File: config.mk
export PLATFORM = sky130hd
export DESIGN_NAME = binomial_coefficient_unit
export DESIGN_NICKNAME = d
export VERILOG_FILES = /design/src/bcu_pkg.sv /design/src/bcu_mul.sv /design/src/bcu_div.sv /design/src/binomial_coefficient_unit.sv
export SDC_FILE = /design/constraint.sdc
export NUM_CORES = 1
export LEC_CHECK = 0
export ABC_AREA = 1
export BUFFER_PORTS_ARGS = -buffer_cell sky130_fd_sc_hd__buf_4
export CORE_MARGIN = 10
export CORE_UTILIZATION = 24
export DETAILED_ROUTE_END_ITERATION = 10
export GPL_ROUTABILITY_DRIVEN = 0
export HOLD_SLACK_MARGIN = 0.02
export PLACE_DENSITY_LB_ADDON = 0.05
export SETUP_SLACK_MARGIN = 0.1
export SLEW_MARGIN = 20
export SYNTH_ARGS = -nofsm -noshare
export SYNTH_HDL_FRONTEND = slang
export SYNTH_SLANG_ARGS = --single-unit
export TNS_END_PERCENT = 50
File: constraint.sdc
create_clock -name i_clk -period 4.5 [get_ports i_clk]
set_input_delay 0.675 -clock i_clk [delete_from_list [all_inputs] [get_ports i_clk]]
set_output_delay 0.675 -clock i_clk [all_outputs]
set_load 0.03 [all_outputs]
File: src/bcu_pkg.sv
package bcu_pkg;

    localparam int MAX_CHOOSE = 64;

    localparam int M_W      = 16;
    localparam int K_W      = 7;
    localparam int COEF_W   = 64;
    localparam int X_W      = M_W + 1;
    localparam int PROD_W   = COEF_W + X_W;
    localparam int MUL_CW   = $clog2(X_W + 1);
    localparam int DIV_CW   = $clog2(PROD_W + 1);

    typedef enum logic [2:0] {
        S_IDLE,
        S_PREP,
        S_START,
        S_MUL,
        S_DIV,
        S_OUT
    } t_state;

endpackage

File: src/bcu_mul.sv
module bcu_mul
    import bcu_pkg::*;
(
    input  logic                i_clk,
    input  logic                i_rst_n,
    input  logic                i_start,
    input  logic [COEF_W-1:0]   i_mcand,
    input  logic [X_W-1:0]      i_mplier,
    output logic                o_done,
    output logic [PROD_W-1:0]   o_product
);

    logic [PROD_W-1:0] r_acc;
    logic [PROD_W-1:0] n_acc;
    logic [COEF_W-1:0] r_mcand;
    logic [X_W-1:0]    r_mplier;
    logic [MUL_CW-1:0] r_cnt;
    logic              r_run;
    logic              r_done;

    // msb first shift and add, one multiplier bit per cycle
    always_comb begin
        n_acc = {r_acc[PROD_W-2:0], 1'b0};
        if (r_mplier[X_W-1]) begin
            n_acc = n_acc + {{X_W{1'b0}}, r_mcand};
        end
    end

    always_ff @(posedge i_clk) begin
        if (!i_rst_n) begin
            r_run  <= 1'b0;
            r_done <= 1'b0;
            r_cnt  <= '0;
        end else begin
            r_done <= 1'b0;
            if (i_start) begin
                r_run <= 1'b1;
                r_cnt <= MUL_CW'(X_W);
            end else if (r_run) begin
                r_cnt <= r_cnt - 1'b1;
                if (r_cnt == MUL_CW'(1)) begin
                    r_run  <= 1'b0;
                    r_done <= 1'b1;
                end
            end
        end
    end

    always_ff @(posedge i_clk) begin
        if (i_start) begin
            r_acc    <= '0;
            r_mcand  <= i_mcand;
            r_mplier <= i_mplier;
        end else if (r_run) begin
            r_acc    <= n_acc;
            r_mplier <= {r_mplier[X_W-2:0], 1'b0};
        end
    end

    assign o_done    = r_done;
    assign o_product = r_acc;

endmodule

File: src/bcu_div.sv
module bcu_div
    import bcu_pkg::*;
(
    input  logic                i_clk,
    input  logic                i_rst_n,
    input  logic                i_start,
    input  logic [PROD_W-1:0]   i_dividend,
    input  logic [K_W-1:0]      i_divisor,
    output logic                o_done,
    output logic [PROD_W-1:0]   o_quotient
);

    logic [PROD_W-1:0] r_quo;
    logic [K_W-1:0]    r_rem;
    logic [K_W-1:0]    r_div;
    logic [DIV_CW-1:0] r_cnt;
    logic              r_run;
    logic              r_done;
    logic [K_W:0]      trial;
    logic              fits;

    // restoring division, one dividend bit per cycle
    assign trial = {r_rem, r_quo[PROD_W-1]};
    assign fits  = (trial >= {1'b0, r_div});

    always_ff @(posedge i_clk) begin
        if (!i_rst_n) begin
            r_run  <= 1'b0;
            r_done <= 1'b0;
            r_cnt  <= '0;
        end else begin
            r_done <= 1'b0;
            if (i_start) begin
                r_run <= 1'b1;
                r_cnt <= DIV_CW'(PROD_W);
            end else if (r_run) begin
                r_cnt <= r_cnt - 1'b1;
                if (r_cnt == DIV_CW'(1)) begin
                    r_run  <= 1'b0;
                    r_done <= 1'b1;
                end
            end
        end
    end

    always_ff @(posedge i_clk) begin
        if (i_start) begin
            r_quo <= i_dividend;
            r_rem <= '0;
            r_div <= i_divisor;
        end else if (r_run) begin
            r_quo <= {r_quo[PROD_W-2:0], fits};
            if (fits) begin
                r_rem <= K_W'(trial - {1'b0, r_div});
            end else begin
                r_rem <= trial[K_W-1:0];
            end
        end
    end

    assign o_done     = r_done;
    assign o_quotient = r_quo;

endmodule

File: src/binomial_coefficient_unit.sv
// binomial coefficient C(m,k), 64-bit result with saturation
// command channel: drive i_total_count and i_choose_count with i_start high;
// the beat is taken at a clock edge where o_busy is low. o_busy stays high
// until the result has been shown.
// result channel: o_coefficient and o_overflow are valid for exactly one
// cycle while o_done is high. there is no back pressure; the receiver must
// take the beat in that cycle.
// choose counts above 64 are clamped to 64. zero m or zero k give 1, k > m
// with nonzero m gives 0 and k = m gives 1; these cases go from S_PREP
// straight to S_OUT.
// otherwise the block runs s = min(k, m-k) steps, each a bit-serial multiply
// by (m-s+i) and a bit-serial exact divide by i, with S_START launching the
// multiply of each step. a value above 64 bits stops early with all ones
// and o_overflow high, so at most 34 steps run. a new command is taken the
// cycle after o_done.
// reset (i_rst_n low, synchronous) returns the block to idle and drops
// any item in flight.
module binomial_coefficient_unit
    import bcu_pkg::*;
(
    input  logic                i_clk,
    input  logic                i_rst_n,
    input  logic                i_start,
    output logic                o_busy,
    input  logic [M_W-1:0]      i_total_count,
    input  logic [K_W-1:0]      i_choose_count,
    output logic                o_done,
    output logic [COEF_W-1:0]   o_coefficient,
    output logic                o_overflow
);

    t_state             r_state;
    t_state             n_state;
    logic [M_W-1:0]     r_m;
    logic [K_W-1:0]     r_k;
    logic [K_W-1:0]     r_steps;
    logic [M_W-1:0]     r_base;
    logic [K_W-1:0]     r_i;
    logic [COEF_W-1:0]  r_val;
    logic               r_ovf;

    logic               accept;
    logic               mul_start;
    logic               div_start;
    logic               mul_done;
    logic               div_done;
    logic [PROD_W-1:0]  product;
    logic [PROD_W-1:0]  quotient;
    logic [X_W-1:0]     factor;
    logic [M_W-1:0]     diff;
    logic [K_W-1:0]     steps;
    logic               special;
    logic               too_many;
    logic               q_ovf;
    logic               last_step;

    assign accept    = i_start && (r_state == S_IDLE);
    assign diff      = r_m - {{(M_W-K_W){1'b0}}, r_k};
    assign steps     = (diff < {{(M_W-K_W){1'b0}}, r_k}) ? diff[K_W-1:0] : r_k;
    assign special   = (r_m == '0) || (r_k == '0);
    assign too_many  = ({{(M_W-K_W){1'b0}}, r_k} > r_m);
    assign factor    = {1'b0, r_base} + {{(X_W-K_W){1'b0}}, r_i};
    assign q_ovf     = (quotient[PROD_W-1:COEF_W] != '0);
    assign last_step = (r_i == r_steps);

    bcu_mul u_mul (
        .i_clk     (i_clk),
        .i_rst_n   (i_rst_n),
        .i_start   (mul_start),
        .i_mcand   (r_val),
        .i_mplier  (factor),
        .o_done    (mul_done),
        .o_product (product)
    );

    bcu_div u_div (
        .i_clk      (i_clk),
        .i_rst_n    (i_rst_n),
        .i_start    (div_start),
        .i_dividend (product),
        .i_divisor  (r_i),
        .o_done     (div_done),
        .o_quotient (quotient)
    );

    always_comb begin
        n_state = r_state;
        unique case (r_state)
            S_IDLE: begin
                if (i_start) begin
                    n_state = S_PREP;
                end
            end
            S_PREP: begin
                // k = m needs no steps
                if (special || too_many || (steps == '0)) begin
                    n_state = S_OUT;
                end else begin
                    n_state = S_START;
                end
            end
            S_START: begin
                n_state = S_MUL;
            end
            S_MUL: begin
                if (mul_done) begin
                    n_state = S_DIV;
                end
            end
            S_DIV: begin
                if (div_done) begin
                    if (q_ovf || last_step) begin
                        n_state = S_OUT;
                    end else begin
                        n_state = S_START;
                    end
                end
            end
            S_OUT: begin
                n_state = S_IDLE;
            end
            default: begin
                n_state = S_IDLE;
            end
        endcase
    end

    always_comb begin
        mul_start = 1'b0;
        div_start = 1'b0;
        o_busy    = 1'b1;
        o_done    = 1'b0;
        unique case (r_state)
            S_IDLE:  o_busy    = 1'b0;
            S_START: mul_start = 1'b1;
            S_MUL:   div_start = mul_done;
            S_OUT:   o_done    = 1'b1;
            default: begin
            end
        endcase
    end

    always_ff @(posedge i_clk) begin
        if (!i_rst_n) begin
            r_state <= S_IDLE;
        end else begin
            r_state <= n_state;
        end
    end

    always_ff @(posedge i_clk) begin
        if (accept) begin
            r_m <= i_total_count;
            if (i_choose_count > K_W'(MAX_CHOOSE)) begin
                r_k <= K_W'(MAX_CHOOSE);
            end else begin
                r_k <= i_choose_count;
            end
        end
        if (r_state == S_PREP) begin
            r_ovf   <= 1'b0;
            r_i     <= K_W'(1);
            r_steps <= steps;
            r_base  <= r_m - {{(M_W-K_W){1'b0}}, steps};
            if (special) begin
                r_val <= COEF_W'(1);
            end else if (too_many) begin
                r_val <= '0;
            end else begin
                r_val <= COEF_W'(1);
            end
        end
        if ((r_state == S_DIV) && div_done) begin
            if (q_ovf) begin
                r_val <= '1;
                r_ovf <= 1'b1;
            end else begin
                r_val <= quotient[COEF_W-1:0];
                r_i   <= r_i + 1'b1;
            end
        end
    end

    assign o_coefficient = r_val;
    assign o_overflow    = r_ovf;

endmodule
* Word level (Yosys, flattened, before mapping)
Cells that the tools add are included.
** Storage, ports and cells
- Output and inout bits :: 67
- Register bits :: 394
** Operators by class
- Reductions and logical operators :: 19
- Order comparisons :: 4
- $add $sub $neg :: 8
- Bitwise gates (word level) :: 3
- Muxes and demuxes :: 40
- Equal/unequal tests :: 11
** Operator list (count)
- $mux 81 :: 3
- $mux 64 :: 3
- $add 81x64->81 :: 1
- $mux 7 :: 7
- $mux 17 :: 2
- $sub 16x7->16 :: 2
- $add 16x7->17 :: 1
- $mux 1 :: 17
- $reduce_bool 17->1 :: 1
- $gt 7x16->1 :: 1
- $logic_not 16->1 :: 1
- $lt 16x7->1 :: 1
- $mux 3 :: 5
- $pmux 3 s5 :: 1
- $logic_not 7->1 :: 2
- $mux 5 :: 2
- $ge 8x7->1 :: 1
- $add 7x1->7 const B :: 1
- $eq 7x1->1 const B :: 1
- $eq 7x7->1 :: 1
- $gt 7x7->1 const B :: 1
- $sub 7x1->7 const B :: 1
- $sub 7x7->7 :: 1
- $eq 3x2->1 const B :: 2
- 14 further kinds :: 26

* Longest topological paths before layout
Gate-level depths: netlist of the first run.
- Depth after elaboration :: 7
- Mapped depth :: 30
- Mapped depth without buffers :: 30

* By module
Synthesis of the first run repeated with hierarchy kept, for this count alone.
** Unflattened totals
- Cells, all modules :: 3338
- Area total of the unflattened synthesis :: 24427.2 µm²
** Modules (own cells, without submodules)
- bcu_mul :: area each 12861.1 µm², cells an instance 2063, times used 1
- binomial_coefficient_unit :: area each 6767.7 µm², cells an instance 755, times used 1
- bcu_div :: area each 4798.4 µm², cells an instance 520, times used 1

* Worst setup path after synthesis of the first run
Ideal clock, no wire load.
- Kind :: reg-to-reg
- Start point :: register r_state[1]
- End point :: register u_mul.r_acc[52] (netlist: u_mul.o_product[52])
- Arrival time :: 4.445 ns
- Stages on the path, launching flop included :: 7
- Period minus slack after synthesis :: 4.725 ns
- Data required time :: 4.220 ns
- Slack :: -0.225 ns
- Cells stage by stage :: dfxtp_1 > inv_1 > nor3_2 > inv_2 > nand2_1 > clkbuf_1 > o22ai_1
** On the way
- Word-level cells in the longest chain between the ends :: 2
** Ends and longest elaborated chain
- start: declaration :: line binomial_coefficient_unit.sv:32 : t_state r_state;
- start signal: assignment :: line binomial_coefficient_unit.sv:147 : r_state <= n_state;
- $eq 3x2->1 :: line binomial_coefficient_unit.sv:133 : unique case (r_state)
- $mux 1 :: line binomial_coefficient_unit.sv:133
- end signal: assignment :: line bcu_mul.sv:55 : r_acc <= n_acc;
- end: declaration :: line bcu_mul.sv:13 : logic [PROD_W-1:0] r_acc;
Every way passes these cells.
A chain may end at the register's enable or synchronous reset.

* Worst setup path after layout of the first run
- Start point :: register r_k[4]
- End point :: register r_base[7] (data pin)
** On the way
- Word-level cells in the longest chain between the ends :: 4
** Ends and longest elaborated chain
- start: declaration :: line binomial_coefficient_unit.sv:35 : logic [K_W-1:0] r_k;
- start signal: assignment :: line binomial_coefficient_unit.sv:155 : r_k <= K_W'(MAX_CHOOSE);
- start signal: assignment :: line binomial_coefficient_unit.sv:157 : r_k <= i_choose_count;
- $sub 16x7->16 :: line binomial_coefficient_unit.sv:58 : assign diff = r_m - {{(M_W-K_W){1'b0}}, r_k};
- $lt 16x7->1 :: line binomial_coefficient_unit.sv:59 : assign steps = (diff < {{(M_W-K_W){1'b0}}, r_k}) ? diff[K_W-1:0] : r_k;
- $mux 7 (*) :: line binomial_coefficient_unit.sv:59
- $sub 16x7->16 (*) :: line binomial_coefficient_unit.sv:164 : r_base <= r_m - {{(M_W-K_W){1'b0}}, steps};
- end signal: assignment :: line binomial_coefficient_unit.sv:164
- end: declaration :: line binomial_coefficient_unit.sv:37 : logic [M_W-1:0] r_base;
Mark *: on every way between the ends. The rest lies on a longest branch, timed or not.

==> out/results.ini, run 1 <==
[clocking]
cts_buffers=52
cts_root_buf=clkbuf_16
cts.sinks=394
clock_path_buffers=3
tritoncts=built
htreeDepth=2
clkTransAtPathRegs_ps=60
worstSkewPairLatency_ps=620

[yosys]
synth_top_family_by_area=simple AND/OR/NAND/NOR gates
synthDistinctLibCells=52
synthCells=2684
synth_top_area_cell=edfxtp_1
yosysMostFrequentCell=nand2_1
synthAdderAreaFrac=0.0627
synthArstFlopShare=0
netlist_top_cells_count=nand2_1, inv_1, o21ai_0
muxShareOfSynthArea=0.00136
ys_ff_latch=394
synth_seq_area_share=0.482
synthSimpleGateAreaFrac=0.186
avgSynthCellArea_sq_um=8.26
synth_xor_area_frac=0.0340
synth_warnings=0
synth_edf_count=279
synthFlopType=edfxtp_1
synth_top_area_share=0.378
synth_nets=2818
syn-cell-area_sq_um=22200
yosys-top-cells-area=edfxtp_1, dfxtp_1, nand2_1
synth_compound_area_frac=0.157

[sta]
slew_headroom=0.292
fin_setup_tns_ps=0
grt_setup_unrepaired=no
setup_viol=0
finalWorstSetupSlack_ps=319
fin_crit_sh=0.929
worst_pin_slew_ps=1060
maxSlewViolCount=0
hold_viol=0
hold-worst-slack_ps=232
clock.fmax_mhz=239
fin_skew_ps=44.0
finalCriticalPeriod_ps=4180

[layout]
area.growth.synth_to_final_pct=20.1
instances_no_fill=4061
antenna_cells=0
final_cell_area_sq_um=26600
drive_gt1_frac=0.121
multiInputGateArea_sq_um=10100
seqCellArea_sq_um=10700
final_core_util=0.290
final_nets=2965
fillers=9835

[global_routing]
grt_usage=0.135
antenna_found_initial=2
grt_pass1_vias=18900
overflow=0
grt_max_degree=157
grt_pass1_wl_um=112000

[drt]
drtIter0Drc=1017
vias=18200
avgRoutedWirePerCell_um=17.6
first_pass_iters=5
wirelength_um=71300
drc=0
vias_per_cell=4.47
ant_nets=0

[floorplan]
dieArea_sq_um=105000
die-height_um=324
row_count=111
die_x_um=324
start_util=0.242
core_region_area_sq_um=91700
io_pins=93

[run_status]
status=finished, final reports clean

[critical_path]
path_class=flip-flop to flip-flop
crit_fanout=5
start_kind=flip-flop
required_ps=4860
crit_path_end_kind=flip-flop
crit_arrival_ps=4550
reg2reg_from=r_k[4]$_SDFFCE_PN0P_
cp-startpoint=r_k[4]$_SDFFCE_PN0P_

[run]
drv_cap=0

[placement]
preCtsSetupSlack_ps=-254
dpl_cell_area_sq_um=24600
dp_cells=3952
hpwl_um=53600
numPortBuffers=92

[power]
power.leakage_nw=10.7
power_per_cell_area_nw_per_um2=642
ir_drop_v=0.000297
power.total_mw=17.1

[hold_path]
hp-class=input pin to flip-flop
hold_start=i_total_count[6]

==> flip-flops by register name (all words and copies together) (netlist names), 7 cells and up <==
register,flops
u_div.o_quotient,81
r_base,16
u_div.r_cnt,7
r_i,7
u_mul.r_mplier,17
u_mul.o_product,81
u_div.r_div,7
u_mul.r_mcand,64
r_m,16
u_div.r_rem,7
o_coefficient,64
r_k,7
r_steps,7
==> power by group <==
group / leakage [nW] / internal (mW) / switching (mW)
logic: 6.32 / 2.47 / 4.78
registers: 3.52 / 5.07 / 0.728
clock network: 0.816 / 2.39 / 1.65
==> cells by family (layout without fill, tap and decap cells) <==
| group | Yosys count | after routing |
|---|---|---|
| multiplexers | 3 | 3 |
| AO/OA/AOI/OAI | 643 | 643 |
| adder cells (fa/ha/maj) | 108 | 108 |
| flip-flops | 394 | 394 |
| AND/OR/NAND/NOR | 996 | 996 |
| XOR/XNOR | 86 | 86 |
| buffers and inverters | 454 | 645 |
==> cells in the final DEF, fill, tap and decap left out, types with 14 or more instances in the layout <==
| master | n |
|---|---|
| clkbuf_1 | 19 |
| o211ai_1 | 18 |
| nand2_2 | 25 |
| inv_2 | 16 |
| nand3_1 | 77 |
| clkbuf_16 | 54 |
| o22ai_1 | 14 |
| xnor2_1 | 26 |
| o21bai_1 | 14 |
| nand2_1 | 528 |
| nor2_1 | 260 |
| dfxtp_1 | 115 |
| edfxtp_1 | 279 |
| nand4_1 | 19 |
| buf_4 | 159 |
| o21ai_0 | 346 |
| nor3_1 | 31 |
| xor2_1 | 58 |
| inv_1 | 365 |
| a21oi_1 | 176 |
| ha_1 | 92 |
==> timing repair <==
action	CTS	global route
pin swaps	7	22
buffers inserted	4	7
gates resized for setup	14	45
hold buffers	0	0
endpoints found under the hold margin	0	0
setup endpoints to repair	10	10
==> worst max-delay path, stage by stage, from the launching register on <==
cell,delay (ps)
edfxtp_1,410
inv_2,100
ha_4,210
nand2_2,90
inv_1,40
nand2_1,120
nand3_4,100
xor2_2,180
ha_1,340
a21o_1,190
nand2_1,90
nand3_2,80
nor2_2,100
nand2_2,70
nor2_4,170
nand2_2,100
nand2_1,80
nand2_2,70
ha_4,240
a21oi_4,120
nand2_2,70
a21o_1,170
a21oi_2,180
nor2_2,50
o21ai_2,170
nand2_2,110
buf_6,130
xor2_1,130
==> layout make-up <==
type / instances / share of cell area
well taps: 1186 / 0.0557
clock inverters: 17 / 0.00498
multi-input cells: 1836 / 0.379
clock buffers: 81 / 0.0576
inverters: 384 / 0.0542
repair buffers: 163 / 0.0475
flip-flops and latches: 394 / 0.401
==> routing by layer <==
layer | GRT usage | wire length (um)
met5 | 0 | 0
met4 | 0.0344 | 1490
met3 | 0.0194 | 2520
met2 | 0.229 | 33600
met1 | 0.179 | 33700
==> worst paths after layout <==
| path | end | slack [ps] | cells past startpoint |
|---|---|---|---|
| worst max-delay path | r_base[7]$_DFFE_PP_ | 320 | 27 |
| worst min-delay path | r_m[6]$_DFFE_PP_ | 230 | 1 |
| worst max register to register | r_base[7]$_DFFE_PP_ | 320 | 27 |
| worst min register to register | u_mul.r_mcand[52]$_DFFE_PP_ | 430 | 0 |
Power figures use the tool's default switching activity.
==> run 2: changes to the inputs <==
--- a/config.mk
+++ b/config.mk
@@ -9,6 +9,7 @@
 export BUFFER_PORTS_ARGS = -buffer_cell sky130_fd_sc_hd__buf_4
 export CORE_MARGIN = 10
 export CORE_UTILIZATION = 24
+export CTS_BUF_LIST = sky130_fd_sc_hd__clkbuf_16
 export DETAILED_ROUTE_END_ITERATION = 10
 export GPL_ROUTABILITY_DRIVEN = 0
 export HOLD_SLACK_MARGIN = 0.02
==> out/results.ini, run 2 (synthesis results as in run 1) <==
[clocking]
cts_buffers=52
tritoncts=built
postCtsHoldBufs=0
clkTransAtPathRegs_ps=60
cts_root_buf=clkbuf_16
htreeDepth=2
clock_path_buffers=3
cts.sinks=394
worstSkewPairLatency_ps=620

[global_routing]
antenna_found_initial=2
grt_pass1_wl_um=112000
grt_max_degree=157
grt_pass1_vias=18900
overflow=0
grt_usage=0.135

[sta]
fin_setup_tns_ps=0
fin_crit_sh=0.930
grt_setup_unrepaired=no
finalWorstSetupSlack_ps=316
setup_viol=0
worst_pin_slew_ps=1070
slew_headroom=0.284
fin_skew_ps=38.3
finalCriticalPeriod_ps=4180
hold_viol=0
clock.fmax_mhz=239
maxSlewViolCount=0

[critical_path]
crit_path_end_kind=flip-flop
cp-startpoint=r_k[4]$_SDFFCE_PN0P_
start_kind=flip-flop
path_class=flip-flop to flip-flop
crit_fanout=5
required_ps=4860
reg2reg_from=r_k[4]$_SDFFCE_PN0P_
crit_slowest_cell=edfxtp_1
max_stage_delay_ps=410
cpMostUsedCell=nand2_2
crit_arrival_ps=4550

[power]
p_sw_frac=0.423
power_per_cell_area_nw_per_um2=637
power.total_mw=16.9
p_switching_mw=7.16
combPwrFrac=0.429
clkPwrFrac=0.228
power.leakage_nw=10.7
ir_drop_v=0.000296
seq_power_share=0.343
internal_power_mw=9.75

[floorplan]
dieArea_sq_um=105000
die-height_um=324
die_x_um=324
row_count=111
io_pins=93
start_util=0.242
core_region_area_sq_um=91700

[drt]
routed-wl-met2_um=33500
wl_met3_um=2410
vias_per_cell=4.46
drc=0
avgRoutedWirePerCell_um=17.5
ant_nets=0
wirelength_um=71300
met1_length_um=33800
vias=18100
drtIter0Drc=966
first_pass_iters=5
highest_layer=met4

[layout]
final_nets=2965
final_cell_mix=nand2_1, inv_1, o21ai_0, edfxtp_1, nor2_1
seqCellArea_sq_um=10700
drive_gt1_frac=0.118
final_core_util=0.290
area.growth.synth_to_final_pct=19.8
fillers=9847
multiInputGateArea_sq_um=10100
final_common_cell=nand2_1
antenna_cells=0

[run]
drv_cap=0

[placement]
hpwl_um=53600
numPortBuffers=92
preCtsSetupSlack_ps=-254

[hold_path]
hold_start=i_total_count[6]
hp-class=input pin to flip-flop

[run_status]
status=finished, final reports clean

run 2: area by class of cell:
cell class / count / area share
well taps: 1186 / 0.0559
multi-input cells: 1836 / 0.380
clock buffers: 54 / 0.0509
clock inverters: 44 / 0.00882
flip-flops and latches: 394 / 0.402
inverters: 384 / 0.0543
repair buffers: 163 / 0.0477
run 2: per-stage QoR:
stage	area, sq um	cells	hold slack, ps
after CTS	26300	4054	184
after global placement	24600	3952	435
final	26500	4061	233
after global routing	26500	4061	192
after floorplan	22200	2684	439
after detailed placement	24600	3952	436
run 2: timing repair:
| action | 4_1_cts | 5_1_grt |
|---|---|---|
| pin swaps | 7 | 21 |
| gates resized for setup | 14 | 45 |
| gates cloned | 0 | 0 |
| setup endpoints to repair | 10 | 10 |
| setup buffers | 4 | 7 |
run 2: final timing paths:
check,slack (ps),endpoint,cells past startpoint
max,320,r_base[7]$_DFFE_PP_,27
min,230,r_m[6]$_DFFE_PP_,1
max reg2reg,320,r_base[7]$_DFFE_PP_,27
min reg2reg,430,u_mul.r_mcand[52]$_DFFE_PP_,0
run 2: worst max-delay path, delay by kind of cell (launching register included):
| kind | cells | cell delay (ps) |
|---|---|---|
| xor gates and xnor gates | 2 | 320 |
| AOI/OAI and AO/OA | 5 | 830 |
| adders and majority gates | 3 | 790 |
| DFF | 1 | 410 |
| buffers and inverters | 3 | 270 |
| and+or+nand+nor | 14 | 1300 |
run 2: power by group through the flow:
stage / sequential, mW / combinational, mW / clock, mW
CTS: 5.82 / 7.13 / 4.03
detailed placement: 5.88 / 7.02 / 0
global route: 5.94 / 8.19 / 4.17
floorplan: 5.97 / 4.26 / 0
global placement: 5.88 / 7.02 / 0
finish: 5.80 / 7.25 / 3.86
run 2: metal layers:
| metal | up-vias | global-route usage |
|---|---|---|
| li1 | 9298 | - |
| met1 | 8462 | 0.179 |
| met2 | 250 | 0.229 |
| met3 | 90 | 0.0194 |
| met4 | 0 | 0.0344 |
| met5 | - | 0 |
